$ cat config.mk
export PLATFORM = sky130hd
export DESIGN_NAME = adts_frame_sync_parser
export DESIGN_NICKNAME = d
export VERILOG_FILES = /design/src/rtl/adts_fsp_pkg.sv /design/src/rtl/adts_frame_sync_parser.sv /design/src/rtl/adts_fsp_queue.sv /design/src/rtl/adts_fsp_front.sv /design/src/rtl/adts_fsp_back.sv
export SDC_FILE = /design/constraint.sdc
export NUM_CORES = 1
export LEC_CHECK = 0
export BUFFER_PORTS_ARGS = -buffer_cell sky130_fd_sc_hd__buf_2
export CAP_MARGIN = 15
export CORE_AREA = 2 2 244 246
export CTS_CLUSTER_SIZE = 28
export DETAILED_ROUTE_END_ITERATION = 6
export DIE_AREA = 0 0 246 248
export MAX_ROUTING_LAYER = met4
export PLACE_DENSITY = 0.67
export RECOVER_POWER = 100
export SYNTH_ARGS = -nofsm -noshare
export SYNTH_HDL_FRONTEND = slang
export SYNTH_SLANG_ARGS = --single-unit
export TNS_END_PERCENT = 10
$ cat constraint.sdc
create_clock -name clk -period 14.9 [get_ports clk]
set_clock_uncertainty 0.2 [all_clocks]
set_input_delay 0.745 -clock clk [delete_from_list [all_inputs] [get_ports clk]]
set_output_delay 0.745 -clock clk [all_outputs]
set_load 0.02 [all_outputs]
$ cat src/rtl/adts_fsp_pkg.sv
package adts_fsp_pkg;

  // Result kinds.
  localparam logic [1:0] KIND_BYTE  = 2'd0;
  localparam logic [1:0] KIND_INFO  = 2'd1;
  localparam logic [1:0] KIND_LOST  = 2'd2;
  localparam logic [1:0] KIND_SHORT = 2'd3;

  // Event codes between the front and the back.
  localparam logic [1:0] EV_BYTE = 2'd0;  // one frame byte
  localparam logic [1:0] EV_PAIR = 2'd1;  // sync byte 0xFF, then data
  localparam logic [1:0] EV_INFO = 2'd2;  // data byte, then header info
  localparam logic [1:0] EV_LOST = 2'd3;  // sync not found

  // Parser phases.
  localparam logic [1:0] PH_HUNT = 2'd0;
  localparam logic [1:0] PH_HEAD = 2'd1;
  localparam logic [1:0] PH_BODY = 2'd2;
  localparam logic [1:0] PH_STOP = 2'd3;

  localparam logic [7:0] SYNC_BYTE = 8'hFF;
  localparam logic [7:0] SYNC_MASK = 8'hF6;
  localparam logic [7:0] SYNC_VAL  = 8'hF0;

  localparam int HDR_MAX = 10;
  localparam int INC_W   = 14;
  localparam int TS_W    = 33;

  typedef struct packed {
    logic            mpeg_id;
    logic [1:0]      profile;
    logic [3:0]      rate_index;
    logic [2:0]      channels;
    logic [12:0]     frame_length;
    logic [10:0]     buffer_fullness;
    logic [15:0]     check_word;
    logic [9:0]      misc_flags;
    logic [TS_W-1:0] timestamp;
  } hdr_t;

  typedef struct packed {
    logic [1:0] code;
    logic [7:0] data;
    logic       last;
    logic [1:0] info_kind;
    hdr_t       hdr;
  } evt_t;

endpackage

$ cat src/rtl/adts_frame_sync_parser.sv
// ADTS frame sync parser: takes one stream byte per clock on in_data_byte whenever the
// event queue has room, hunts for the ADTS sync word, and passes every byte of each
// frame out as a kind 0 request with the final byte marked, followed after the
// header's last byte by a kind 1 request carrying the parsed header and the frame's
// 33-bit 90 kHz timestamp. A kind 2 request reports that max_skip bytes went by
// without sync, after which input is taken and dropped until reset; kind 3 reports a
// frame_length shorter than its own header. The output side delivers one request per
// cycle while out_ready is high; the sync pair and the header-end byte each become two
// requests, and the event queue absorbs the difference. A write on cfg_max_skip updates
// max_skip and is accepted in any cycle.
module adts_frame_sync_parser #(
  parameter int SAMPLES_PER_FRAME = 1024,
  parameter int QUEUE_DEPTH       = 4
) (
  input  logic         clk,
  input  logic         rst_n,
  input  logic         cfg_valid,
  output logic         cfg_ready,
  input  logic [12:0]  cfg_max_skip,
  input  logic         in_valid,
  output logic         in_ready,
  input  logic [7:0]   in_data_byte,
  output logic         out_valid,
  input  logic         out_ready,
  output logic [1:0]   out_kind,
  output logic [7:0]   out_frame_byte,
  output logic         out_last_of_frame,
  output logic         out_mpeg_id,
  output logic [1:0]   out_profile,
  output logic [3:0]   out_rate_index,
  output logic [2:0]   out_channels,
  output logic [12:0]  out_frame_length,
  output logic [10:0]  out_buffer_fullness,
  output logic [15:0]  out_check_word,
  output logic [9:0]   out_misc_flags,
  output logic [32:0]  out_timestamp
);

  localparam int EVT_W = $bits(adts_fsp_pkg::evt_t);

  logic [12:0]        max_skip_r;
  logic               q_not_full, q_not_empty, q_push, q_pop;
  adts_fsp_pkg::evt_t ev, head;
  logic [EVT_W-1:0]   head_bits;
  adts_fsp_pkg::hdr_t hdr;

  // The register write is always accepted.
  assign cfg_ready = 1'b1;

  always_ff @(posedge clk) begin
    if (!rst_n) begin
      max_skip_r <= 13'd8000;
    end else if (cfg_valid) begin
      max_skip_r <= cfg_max_skip;
    end
  end

  // The front classifies each byte and turns it into at most one event.
  adts_fsp_front #(.SAMPLES_PER_FRAME(SAMPLES_PER_FRAME)) u_front (
    .clk          (clk),
    .rst_n        (rst_n),
    .in_valid     (in_valid),
    .in_ready     (in_ready),
    .in_data_byte (in_data_byte),
    .max_skip     (max_skip_r),
    .q_not_full   (q_not_full),
    .ev_push      (q_push),
    .ev           (ev)
  );

  // The queue lets the front run on while the back expands an event into two requests.
  adts_fsp_queue #(.WIDTH(EVT_W), .DEPTH(QUEUE_DEPTH)) u_queue (
    .clk       (clk),
    .rst_n     (rst_n),
    .push      (q_push),
    .push_data (ev),
    .not_full  (q_not_full),
    .pop       (q_pop),
    .not_empty (q_not_empty),
    .head      (head_bits)
  );

  assign head = head_bits;

  // The back expands each event into one or two requests in the output register.
  adts_fsp_back u_back (
    .clk               (clk),
    .rst_n             (rst_n),
    .q_not_empty       (q_not_empty),
    .head              (head),
    .q_pop             (q_pop),
    .out_valid         (out_valid),
    .out_ready         (out_ready),
    .out_kind          (out_kind),
    .out_frame_byte    (out_frame_byte),
    .out_last_of_frame (out_last_of_frame),
    .out_hdr           (hdr)
  );

  assign out_mpeg_id         = hdr.mpeg_id;
  assign out_profile         = hdr.profile;
  assign out_rate_index      = hdr.rate_index;
  assign out_channels        = hdr.channels;
  assign out_frame_length    = hdr.frame_length;
  assign out_buffer_fullness = hdr.buffer_fullness;
  assign out_check_word      = hdr.check_word;
  assign out_misc_flags      = hdr.misc_flags;
  assign out_timestamp       = hdr.timestamp;

endmodule

$ cat src/rtl/adts_fsp_queue.sv
module adts_fsp_queue #(
  parameter int WIDTH = 8,
  parameter int DEPTH = 4
) (
  input  logic             clk,
  input  logic             rst_n,
  input  logic             push,
  input  logic [WIDTH-1:0] push_data,
  output logic             not_full,
  input  logic             pop,
  output logic             not_empty,
  output logic [WIDTH-1:0] head
);

  localparam int AW = (DEPTH > 1) ? $clog2(DEPTH) : 1;
  localparam int CW = $clog2(DEPTH + 1);

  logic [WIDTH-1:0] mem_r [DEPTH];
  logic [AW-1:0]    wp_r, wp_nxt, rp_r, rp_nxt;
  logic [CW-1:0]    cnt_r, cnt_nxt;

  assign not_full  = (cnt_r != CW'(DEPTH));
  assign not_empty = (cnt_r != '0);
  assign head      = mem_r[rp_r];

  always_comb begin
    wp_nxt  = wp_r;
    rp_nxt  = rp_r;
    cnt_nxt = cnt_r;
    if (push) begin
      wp_nxt = (wp_r == AW'(DEPTH - 1)) ? '0 : wp_r + AW'(1);
    end
    if (pop) begin
      rp_nxt = (rp_r == AW'(DEPTH - 1)) ? '0 : rp_r + AW'(1);
    end
    if (push && !pop) begin
      cnt_nxt = cnt_r + CW'(1);
    end else if (pop && !push) begin
      cnt_nxt = cnt_r - CW'(1);
    end
  end

  always_ff @(posedge clk) begin
    if (!rst_n) begin
      wp_r  <= '0;
      rp_r  <= '0;
      cnt_r <= '0;
    end else begin
      wp_r  <= wp_nxt;
      rp_r  <= rp_nxt;
      cnt_r <= cnt_nxt;
    end
  end

  always_ff @(posedge clk) begin
    if (push) begin
      mem_r[wp_r] <= push_data;
    end
  end

endmodule

$ cat src/rtl/adts_fsp_front.sv
module adts_fsp_front #(
  parameter int SAMPLES_PER_FRAME = 1024
) (
  input  logic                 clk,
  input  logic                 rst_n,
  input  logic                 in_valid,
  output logic                 in_ready,
  input  logic [7:0]           in_data_byte,
  input  logic [12:0]          max_skip,
  input  logic                 q_not_full,
  output logic                 ev_push,
  output adts_fsp_pkg::evt_t   ev
);

  localparam int TS_NUM = 90000 * SAMPLES_PER_FRAME;
  localparam logic [adts_fsp_pkg::INC_W-1:0] INC_TAB [16] = '{
    adts_fsp_pkg::INC_W'(TS_NUM / 96000), adts_fsp_pkg::INC_W'(TS_NUM / 88200),
    adts_fsp_pkg::INC_W'(TS_NUM / 64000), adts_fsp_pkg::INC_W'(TS_NUM / 48000),
    adts_fsp_pkg::INC_W'(TS_NUM / 44100), adts_fsp_pkg::INC_W'(TS_NUM / 32000),
    adts_fsp_pkg::INC_W'(TS_NUM / 24000), adts_fsp_pkg::INC_W'(TS_NUM / 22050),
    adts_fsp_pkg::INC_W'(TS_NUM / 16000), adts_fsp_pkg::INC_W'(TS_NUM / 12000),
    adts_fsp_pkg::INC_W'(TS_NUM / 11025), adts_fsp_pkg::INC_W'(TS_NUM / 8000),
    adts_fsp_pkg::INC_W'(TS_NUM / 7350), '0, '0, '0
  };

  logic [1:0]  phase_r, phase_nxt;
  logic [7:0]  prev_r, prev_nxt;
  logic        held_r, held_nxt;
  logic [12:0] skip_r, skip_nxt;
  logic [12:0] pos_r, pos_nxt;
  logic [12:0] len_r, len_nxt;
  logic [adts_fsp_pkg::TS_W-1:0] ts_r, ts_nxt;
  logic [7:0]  hb_r [adts_fsp_pkg::HDR_MAX];
  logic        hb_we;
  logic [3:0]  hb_idx;

  logic        accept;
  logic [79:0] hv;
  logic [3:0]  hl;
  logic        id, pa;
  adts_fsp_pkg::hdr_t hdr;

  assign in_ready = q_not_full;
  assign accept   = in_valid && in_ready;
  assign hl = {2'b0, ~hb_r[1][0], 1'b0} + {3'b0, ~hb_r[1][3]} + 4'd7;

  // Header bits MSB first, with the incoming byte placed at its slot. Byte 0 is
  // always the sync byte.
  always_comb begin
    hv[79 -: 8] = adts_fsp_pkg::SYNC_BYTE;
    for (int i = 1; i < adts_fsp_pkg::HDR_MAX; i++) begin
      hv[79 - 8*i -: 8] = (pos_r[3:0] == 4'(i)) ? in_data_byte : hb_r[i];
    end
  end

  always_comb begin
    id = hv[67];
    pa = hv[64];
    hdr.mpeg_id    = id;
    hdr.profile    = hv[63:62];
    hdr.rate_index = hv[61:58];
    hdr.channels   = (hv[56:54] > 3'd6) ? 3'd2 : hv[56:54];
    hdr.timestamp  = ts_r;
    hdr.misc_flags[9]   = pa;
    hdr.misc_flags[8]   = hv[57];
    hdr.misc_flags[7]   = hv[53];
    hdr.misc_flags[6]   = hv[52];
    if (id) begin
      hdr.misc_flags[5:4] = hv[51:50];
      hdr.misc_flags[3:2] = 2'b0;
      hdr.misc_flags[1:0] = hv[25:24];
      hdr.frame_length    = hv[49:37];
      hdr.buffer_fullness = hv[36:26];
      hdr.check_word      = pa ? 16'd0 : hv[23:8];
    end else begin
      hdr.misc_flags[5:4] = hv[49:48];
      hdr.misc_flags[3:2] = hv[51:50];
      hdr.misc_flags[1:0] = hv[23:22];
      hdr.frame_length    = hv[47:35];
      hdr.buffer_fullness = hv[34:24];
      hdr.check_word      = pa ? 16'd0 : hv[21:6];
    end
  end

  always_comb begin
    phase_nxt = phase_r;
    prev_nxt  = prev_r;
    held_nxt  = held_r;
    skip_nxt  = skip_r;
    pos_nxt   = pos_r;
    len_nxt   = len_r;
    ts_nxt    = ts_r;
    hb_we     = 1'b0;
    hb_idx    = pos_r[3:0];
    ev_push   = 1'b0;
    ev.code      = adts_fsp_pkg::EV_BYTE;
    ev.data      = in_data_byte;
    ev.last      = 1'b0;
    ev.info_kind = adts_fsp_pkg::KIND_INFO;
    ev.hdr       = hdr;
    if (accept) begin
      case (phase_r)
        adts_fsp_pkg::PH_HUNT: begin
          if (held_r && prev_r == adts_fsp_pkg::SYNC_BYTE &&
              (in_data_byte & adts_fsp_pkg::SYNC_MASK) == adts_fsp_pkg::SYNC_VAL) begin
            // Byte 0 is always 0xFF; only byte 1 needs storing.
            hb_we     = 1'b1;
            hb_idx    = 4'd1;
            pos_nxt   = 13'd2;
            phase_nxt = adts_fsp_pkg::PH_HEAD;
            ev_push   = 1'b1;
            ev.code   = adts_fsp_pkg::EV_PAIR;
          end else if (held_r && skip_r >= max_skip) begin
            phase_nxt = adts_fsp_pkg::PH_STOP;
            ev_push   = 1'b1;
            ev.code   = adts_fsp_pkg::EV_LOST;
          end else begin
            if (held_r) begin
              skip_nxt = skip_r + 13'd1;
            end
            prev_nxt = in_data_byte;
            held_nxt = 1'b1;
          end
        end
        adts_fsp_pkg::PH_HEAD: begin
          hb_we   = 1'b1;
          pos_nxt = pos_r + 13'd1;
          ev_push = 1'b1;
          if (pos_r[3:0] + 4'd1 == hl) begin
            ev.code = adts_fsp_pkg::EV_INFO;
            if (hdr.frame_length < {9'd0, hl}) begin
              ev.info_kind = adts_fsp_pkg::KIND_SHORT;
              phase_nxt = adts_fsp_pkg::PH_HUNT;
              prev_nxt  = '0;
              held_nxt  = 1'b0;
              skip_nxt  = '0;
              pos_nxt   = '0;
            end else begin
              ts_nxt = ts_r + adts_fsp_pkg::TS_W'(INC_TAB[hdr.rate_index]);
              if (hdr.frame_length == {9'd0, hl}) begin
                ev.last   = 1'b1;
                phase_nxt = adts_fsp_pkg::PH_HUNT;
                prev_nxt  = '0;
                held_nxt  = 1'b0;
                skip_nxt  = '0;
                pos_nxt   = '0;
              end else begin
                len_nxt   = hdr.frame_length;
                phase_nxt = adts_fsp_pkg::PH_BODY;
              end
            end
          end
        end
        adts_fsp_pkg::PH_BODY: begin
          ev_push = 1'b1;
          pos_nxt = pos_r + 13'd1;
          if (pos_r + 13'd1 >= len_r) begin
            ev.last   = 1'b1;
            phase_nxt = adts_fsp_pkg::PH_HUNT;
            prev_nxt  = '0;
            held_nxt  = 1'b0;
            skip_nxt  = '0;
            pos_nxt   = '0;
          end
        end
        default: begin
        end
      endcase
    end
  end

  always_ff @(posedge clk) begin
    if (!rst_n) begin
      phase_r <= adts_fsp_pkg::PH_HUNT;
      prev_r  <= '0;
      held_r  <= 1'b0;
      skip_r  <= '0;
      pos_r   <= '0;
      len_r   <= '0;
      ts_r    <= '0;
    end else begin
      phase_r <= phase_nxt;
      prev_r  <= prev_nxt;
      held_r  <= held_nxt;
      skip_r  <= skip_nxt;
      pos_r   <= pos_nxt;
      len_r   <= len_nxt;
      ts_r    <= ts_nxt;
    end
  end

  always_ff @(posedge clk) begin
    if (hb_we) begin
      hb_r[hb_idx] <= in_data_byte;
    end
  end

endmodule

$ cat src/rtl/adts_fsp_back.sv
module adts_fsp_back (
  input  logic                            clk,
  input  logic                            rst_n,
  input  logic                            q_not_empty,
  input  adts_fsp_pkg::evt_t              head,
  output logic                            q_pop,
  output logic                            out_valid,
  input  logic                            out_ready,
  output logic [1:0]                      out_kind,
  output logic [7:0]                      out_frame_byte,
  output logic                            out_last_of_frame,
  output adts_fsp_pkg::hdr_t              out_hdr
);

  logic               second_r, second_nxt;
  logic               vld_r;
  logic               load;
  logic               two;
  logic [1:0]         kind_c;
  logic [7:0]         byte_c;
  logic               last_c;
  adts_fsp_pkg::hdr_t hdr_c;
  logic [1:0]         kind_r;
  logic [7:0]         byte_r;
  logic               last_r;
  adts_fsp_pkg::hdr_t hdr_r;

  assign load = q_not_empty && (!vld_r || out_ready);
  assign two  = (head.code == adts_fsp_pkg::EV_PAIR) || (head.code == adts_fsp_pkg::EV_INFO);
  assign q_pop = load && (!two || second_r);
  assign second_nxt = load ? (two && !second_r) : second_r;

  always_comb begin
    kind_c = adts_fsp_pkg::KIND_BYTE;
    byte_c = '0;
    last_c = 1'b0;
    hdr_c  = '0;
    case (head.code)
      adts_fsp_pkg::EV_BYTE: begin
        byte_c = head.data;
        last_c = head.last;
      end
      adts_fsp_pkg::EV_PAIR: begin
        byte_c = second_r ? head.data : adts_fsp_pkg::SYNC_BYTE;
      end
      adts_fsp_pkg::EV_INFO: begin
        if (second_r) begin
          kind_c = head.info_kind;
          hdr_c  = head.hdr;
        end else begin
          byte_c = head.data;
          last_c = head.last;
        end
      end
      adts_fsp_pkg::EV_LOST: begin
        kind_c = adts_fsp_pkg::KIND_LOST;
      end
      default: begin
      end
    endcase
  end

  always_ff @(posedge clk) begin
    if (!rst_n) begin
      vld_r    <= 1'b0;
      second_r <= 1'b0;
    end else begin
      second_r <= second_nxt;
      if (load) begin
        vld_r <= 1'b1;
      end else if (out_ready) begin
        vld_r <= 1'b0;
      end
    end
  end

  always_ff @(posedge clk) begin
    if (load) begin
      kind_r <= kind_c;
      byte_r <= byte_c;
      last_r <= last_c;
      hdr_r  <= hdr_c;
    end
  end

  assign out_valid         = vld_r;
  assign out_kind          = kind_r;
  assign out_frame_byte    = byte_r;
  assign out_last_of_frame = last_r;
  assign out_hdr           = hdr_r;

endmodule

## Word level (Yosys, flattened, before mapping)

Memory sizes are Yosys's and may differ from the RTL's. A register that Yosys moved wholly into a read port is not among the register bits.
Index checks and enable logic that the tools add are counted.

| word-level totals | value |
|---|---|
| bits in writable memories | 504 |
| output and inout bits | 107 |
| register bits after elaboration | 209 |
| memories | 3 |
| memory bits (read-only) | 224 |

| cells by class | value |
|---|---|
| order comparisons | 5 |
| equality and inequality tests | 29 |
| add/subtract/negate cells | 10 |
| bitwise operators | 5 |
| reduce and logical (&&, ||, !) cells | 31 |
| mux-type cells | 93 |

Memory list:

| name | words | width | read ports | clocked after memory_dff | write ports | RTL line | text |
|---|---|---|---|---|---|---|---|
| u_queue.mem_r | 4 | 106 | 1 | 1 | 1 | adts_fsp_queue.sv:18 | `logic [WIDTH-1:0] mem_r [DEPTH];` |
| (name not given) | 16 | 14 | 1 | 0 | 0 | adts_fsp_front.sv:139 | `ts_nxt = ts_r + adts_fsp_pkg::TS_W'(INC_TAB[hdr.rate_index]);` |
| u_front.hb_r | 10 | 8 | 9 | 0 | 1 | adts_fsp_front.sv:33 | `logic [7:0] hb_r [adts_fsp_pkg::HDR_MAX];` |

Operators with widths:

| kind | count |
|---|---|
| 13-bit two-way mux | 12 |
| 8-bit two-way mux | 16 |
| 13-bit one-hot mux with 3 select lines | 2 |
| 8-bit one-hot mux with 3 select lines | 2 |
| 40-bit two-way mux | 1 |
| 2-bit two-way mux | 17 |
| 33-bit by 14-bit adder with 33-bit output | 1 |
| 16-bit two-way mux | 2 |
| 14-bit two-way mux | 2 |
| 13-bit by 1-bit adder with 13-bit output, second input constant | 2 |
| 13-bit greater-or-equal comparator | 2 |
| 1-bit two-way mux | 21 |
| 4-bit by 3-bit equality test with 1-bit output, second input constant | 4 |
| 4-bit two-way mux | 4 |
| 3-bit two-way mux | 5 |
| 13-bit by 4-bit equality test with 1-bit output | 1 |
| 13-bit by 4-bit < comparator with 1-bit output | 1 |
| 2-bit equality test, second input constant | 5 |
| 5-bit AND reduction | 2 |
| 1-bit logical AND | 9 |
| 4-bit by 2-bit equality test with 1-bit output, second input constant | 2 |
| 4-bit equality test, second input constant | 2 |
| 8-bit equality test, second input constant | 1 |
| 2-bit by 1-bit inequality test with 1-bit output, second input constant | 4 |
| 33 further kinds | 53 |

## Logic depth before layout (Yosys ltp)

| depth | value |
|---|---|
| depth after elaboration | 10 |
| mapped depth | 20 |
| gate-level depth less buffers | 18 |

## Cells and area by module

Synthesis repeated with hierarchy kept, for this count alone.

| unflattened totals | value |
|---|---|
| cells, all modules | 1879 |
| area, all modules | 29515.8 um^2 |

By module, submodules not included:

| module | times used | cells an instance | area an instance (um^2) | sequential area each (um^2) |
|---|---|---|---|---|
| adts_fsp_queue | 1 | 599 | 15747.6 | 12912.4 |
| adts_fsp_front | 1 | 965 | 9067.4 | 3463.3 |
| adts_fsp_back | 1 | 271 | 4197.8 | 3163.0 |
| adts_frame_sync_parser | 1 | 44 | 503.0 | 260.2 |

## Worst setup path before layout

OpenSTA, ideal clock, no wires.

| timing path | value |
|---|---|
| path kind | input -> register |
| start point | in out_ready |
| end point | reg u_queue.cnt_r[2] |
| slack | 7.211 ns |
| required time | 14.624 ns |
| stages on the path | 10 |
| library setup time | 0.076 ns |
| data arrival time | 7.413 ns |
| cells stage by stage | inv_1 > a21oi_1 > nor2b_1 > inv_1 > ha_1 > inv_1 > fa_1 > xor2_1 > or3_1 > a21boi_0 |

| on the way | value |
|---|---|
| cells in the longest elaborated chain, start to end | 6 |
| elaborated cells on any way between the ends | 8 |
| those cells by class | 1 x mux; 7 x reduce/logical |

RTL lines:

| element | RTL line | text |
|---|---|---|
| from (decl) | adts_frame_sync_parser.sv:24 | `input logic out_ready,` |
| 1-bit logical OR * | adts_fsp_back.sv:28 | `assign load = q_not_empty && (!vld_r \|\| out_ready);` |
| 1-bit logical AND * | adts_fsp_back.sv:28 |  |
| named net u_back.load | adts_fsp_back.sv:17 | `logic load;` |
| 1-bit logical AND * | adts_fsp_back.sv:30 | `assign q_pop = load && (!two \|\| second_r);` |
| 1-bit logical NOT | adts_fsp_queue.sv:36 | `if (push && !pop) begin` |
| 1-bit logical AND | adts_fsp_queue.sv:36 |  |
| 3-bit two-way mux or 2-bit nonzero test (tied branches) | n/a |  |
| to (signal assigned) | adts_fsp_queue.sv:51 | `cnt_r <= cnt_nxt;` |
| to (decl) | adts_fsp_queue.sv:20 | `logic [CW-1:0] cnt_r, cnt_nxt;` |

Mark *: on every way through the listed nets, which the timed path passes. The rest lies on a longest branch.
A chain may end at the register's enable or synchronous reset.

## Worst setup path in the final report

| timing path | value |
|---|---|
| start point | in in_data_byte[4] |
| end point | mem u_queue.mem_r[2][14] in the netlist's numbering, enable pin |

| on the way | value |
|---|---|
| cells in the longest elaborated chain, start to end | 7 |

RTL lines:

| element | RTL line | text |
|---|---|---|
| from (decl) | adts_frame_sync_parser.sv:22 | `input logic [7:0] in_data_byte,` |
| 6-bit equality test | adts_fsp_front.sv:105 | `(in_data_byte & adts_fsp_pkg::SYNC_MASK) == adts_fsp_pkg::SYNC_VAL) begin` |
| 1-bit logical AND | adts_fsp_front.sv:104 | `if (held_r && prev_r == adts_fsp_pkg::SYNC_BYTE &&` |
| 1-bit two-way mux | adts_fsp_front.sv:104 |  |
| 1-bit one-hot mux with 2 select lines | adts_fsp_front.sv:102 | `case (phase_r)` |
| 1-bit two-way mux | adts_fsp_front.sv:101 | `if (accept) begin` |
| 1-bit two-way mux | adts_fsp_queue.sv:56 | `if (push) begin` |
| 1-bit two-way mux (not written as such) | adts_fsp_queue.sv:57 | `mem_r[wp_r] <= push_data;` |
| to (decl) | adts_fsp_queue.sv:18 |  |

No other way between the ends.

==> results.md <==
- RePlAce Congestion: 0.904
- Number of CTS-inserted buffers: 71
- Synth area leader: edfxtp_1
- Failing checks: max-capacitance violations, max-slew violations
- CTS sink count: 691
- Sequential area share after synthesis: 67.9%
- CP required: 14.83 ns
- Mapped cell area: 29,000 um^2
- First-pass GRT wire length: 90,100 um
- Synth top area cells: edfxtp_1 61%, mux4_2 8.2%, dfxtp_1 7.4%, mux2i_1 3.9%, ha_1 3.1%
- Slew HR: -206%
- Leakage: 11.1 nW
- Final setup TNS: 0 ns
- Cells after Synth: 1,856
- Via count: 15,600
- Count of pins over their slew limit: 786
- CTS clock-pin slew for the worst setup and hold paths: 0.06 ns
- Power Dens Cells: 153 nW/um^2
- Iter 0 DRT Violations: 1,226
- Worst Tran Pin Value: 4.59 ns
- Layout fillers: 4,666
- Tcrit/Tclk final: 66.1%
- Die W: 246 um
- FF+latch count, synth: 691
- Share of the synthesized area in the top cell type: 60.5%
- Final Setup Violations: 0
- Routed wire length: 58,000 um
- DP HPWL: 36,100 um
- CP max FO: 54
- Critical Path AT: 9.78 ns
- # port buffers: 131
- Worst path top cell family by delay: simple AND/OR/NAND/NOR gates
- Ant. Diodes: 0
- Post-synth EDFFs: 584
- CTS tree: done
- Final Cell Area: 32,500 um^2
- Share of layout cells above drive strength 1: 12.2%
- Final nets: 2,100
- Most frequent cell after synthesis: edfxtp_1
- Outcome: complete, but fails checks
- Avg WL per Cell: 20.5 um
- Placed cell area: 30,500 um^2
- Total grt overflow: 0
- Area of the die: 61,000 um^2
- I/O pin cnt: 133
- Hold bufs inserted after CTS: 0
- Async S/R FF share, synth: 0%
- HP Class: in -> reg
- Peak Freq: 0.102 GHz
- Count of different cell masters after synthesis: 63
- Most used cell, CP: clkbuf_1
- Worst slack, placed: 8.50 ns
- Crit path time final: 9.85 ns
- Clock Tree Buf Depth: 3
- HP Start: cfg_max_skip[6]
- Maximum vdd drop: 120 uV
- Buf/Inv on CP: 3
- Area grow syn2layout: 12.2%
- WHS: 0.162 ns
- Worst skew pair latency: 0.60 ns
- Routed Antenna Nets: 0
- Antenna violations before repair: 3
- Post-synth top cells: 584 x edfxtp_1, 113 x and2_1, 113 x mux2i_1, 113 x nand2_1, 107 x dfxtp_1
- Mean area per synthesized cell: 15.6 um^2
- Main synth FF type: edfxtp_1
- Final hold viol count: 0
- CP Capture Type: flip-flop
- Initial Util: 49.6%
- Maxcap violations: 17
- Root Buffer: clkbuf_16
- CP Class: in -> reg
- CTS H-tree depth: 3
- Resized cells post-CTS: 0
- Setup ws final: 5.05 ns
- Worst Setup SP: in_data_byte[4]
- Largest net degree at the start of global routing: 68
- # Post-CTS Setup Buffers: 0
- GRT Total Usage: 20.0%
- Area of the core: 58,500 um^2
- RSZ-0062 raised after global routing: no
- Row cnt: 89
- Critical Path Start Type: input pin
- Die span in y: 248 um
- Vias in the first global route: 16,000
- Vias per std cell: 5.52
- DR pass1 iterations: 5
- Max incr delay on CP: 3.32 ns
- # DRC: 0
- YS warnings: 0
- CP max-delay cell: and2_0
- Critical path cell sequence: clkbuf_1, clkbuf_1, nand4b_1, nor4_1, o21a_1, o21a_1, and2_0, clkbuf_1
- Syn_nets: 1,956
- Reg2reg start: u_front.pos_r[0]$_SDFFE_PN0P_
state kept, by name, indices dropped and copies added, names as in the netlist, 2 cells and up, named ones only:
name,count
u_front.hb_r,60
u_front.pos_r,13
u_front.phase_r,2
u_queue.rp_r,2
u_back.out_hdr,93
u_front.len_r,13
max_skip_r,13
u_front.ts_r,33
u_front.prev_r,8
u_queue.wp_r,2
u_front.skip_r,13
u_back.out_kind,2
u_queue.cnt_r,3
u_queue.mem_r,420
u_back.out_frame_byte,8
through the flow:
step	power, W	cells	utilization [%]
floorplan	0.00307	1856	-
global placement	0.00329	2697	52.1
detailed placement	0.00331	2697	52.1
CTS	0.00504	2828	56.0
global route	0.00518	2831	55.6
finish	0.00497	2831	55.6
worst min-delay path: stages:
cell and delay (ns):
buf_2 0.07, nand2_1 0.04, o211ai_1 0.06
placed cells by master (no fill, tap or decap), drive strengths merged, types with 26 or more instances in the layout:
| cell | Yosys | layout |
|---|---|---|
| clkbuf | 63 | 224 |
| buf | 22 | 26 |
| clkinv | 2 | 29 |
| mux2i | 114 | 114 |
| nand2 | 113 | 113 |
| o21ai | 30 | 30 |
| edfxtp | 584 | 584 |
| dfxtp | 107 | 107 |
| inv | 55 | 59 |
| a21oi | 49 | 49 |
| and2 | 114 | 114 |
| nor2 | 83 | 83 |
| nor2b | 53 | 53 |
| nand3 | 32 | 32 |
| mux4 | 105 | 105 |
| ha | 72 | 72 |
cell families (layout without fill, tap and decap cells):
kind of cell	after synthesis	count (layout)	share of synthesized area, %
flip-flops	691	691	67.9
AND/OR/NAND/NOR	504	504	9.23
multiplexers	236	236	12.8
AO/OA/AOI/OAI	173	173	3.84
buffers and inverters	142	344	1.91
adder cells (fa/ha/maj)	74	74	3.25
XOR/XNOR	35	35	1.06
other	1	1	0.0129
cell type report:
type | count | area, um^2 | share of cell area [%]
Tap cell | 773 | 967 | 2.98
Multi-Input combinational cell | 1023 | 8740 | 26.9
Sequential cell | 691 | 19700 | 60.6
Timing Repair Buffer | 156 | 626 | 1.92
Clock buffer | 94 | 1970 | 6.06
Clock inverter | 37 | 309 | 0.951
Inverter | 57 | 214 | 0.658
per-layer routing:
| metal | share of wire (%) | vias to the layer above | track usage, % |
|---|---|---|---|
| met2 | 50 | 348 | 33.4 |
| met5 | 0 | - | - |
| met1 | 43 | 7877 | 25.2 |
| li1 | - | 7318 | - |
| met4 | 2.6 | 0 | 6.84 |
| met3 | 4.2 | 89 | 2.89 |
path summary, 6_finish.rpt:
| path | slack, ns | end | cells after the start |
|---|---|---|---|
| worst max-delay path | 5.05 | u_queue.mem_r[2][14]$_DFFE_PP_ | 8 |
| worst min-delay path | 0.16 | max_skip_r[6]$_SDFFE_PN1P_ | 3 |
| worst max register to register | 5.76 | u_front.len_r[8]$_SDFFE_PN0P_ | 14 |
| worst min register to register | 0.29 | max_skip_r[11]$_SDFFE_PN1P_ | 2 |
report_power, final:
group | leakage, nW | switching [W] | internal (W)
logic | 3.88 | 0.000546 | 0.000274
registers | 6.14 | 0.0000727 | 0.00235
clock network | 1.12 | 0.000715 | 0.00102
total | 11.1 | 0.00133 | 0.00364
Note: power is estimated with default switching activity, not from simulation.
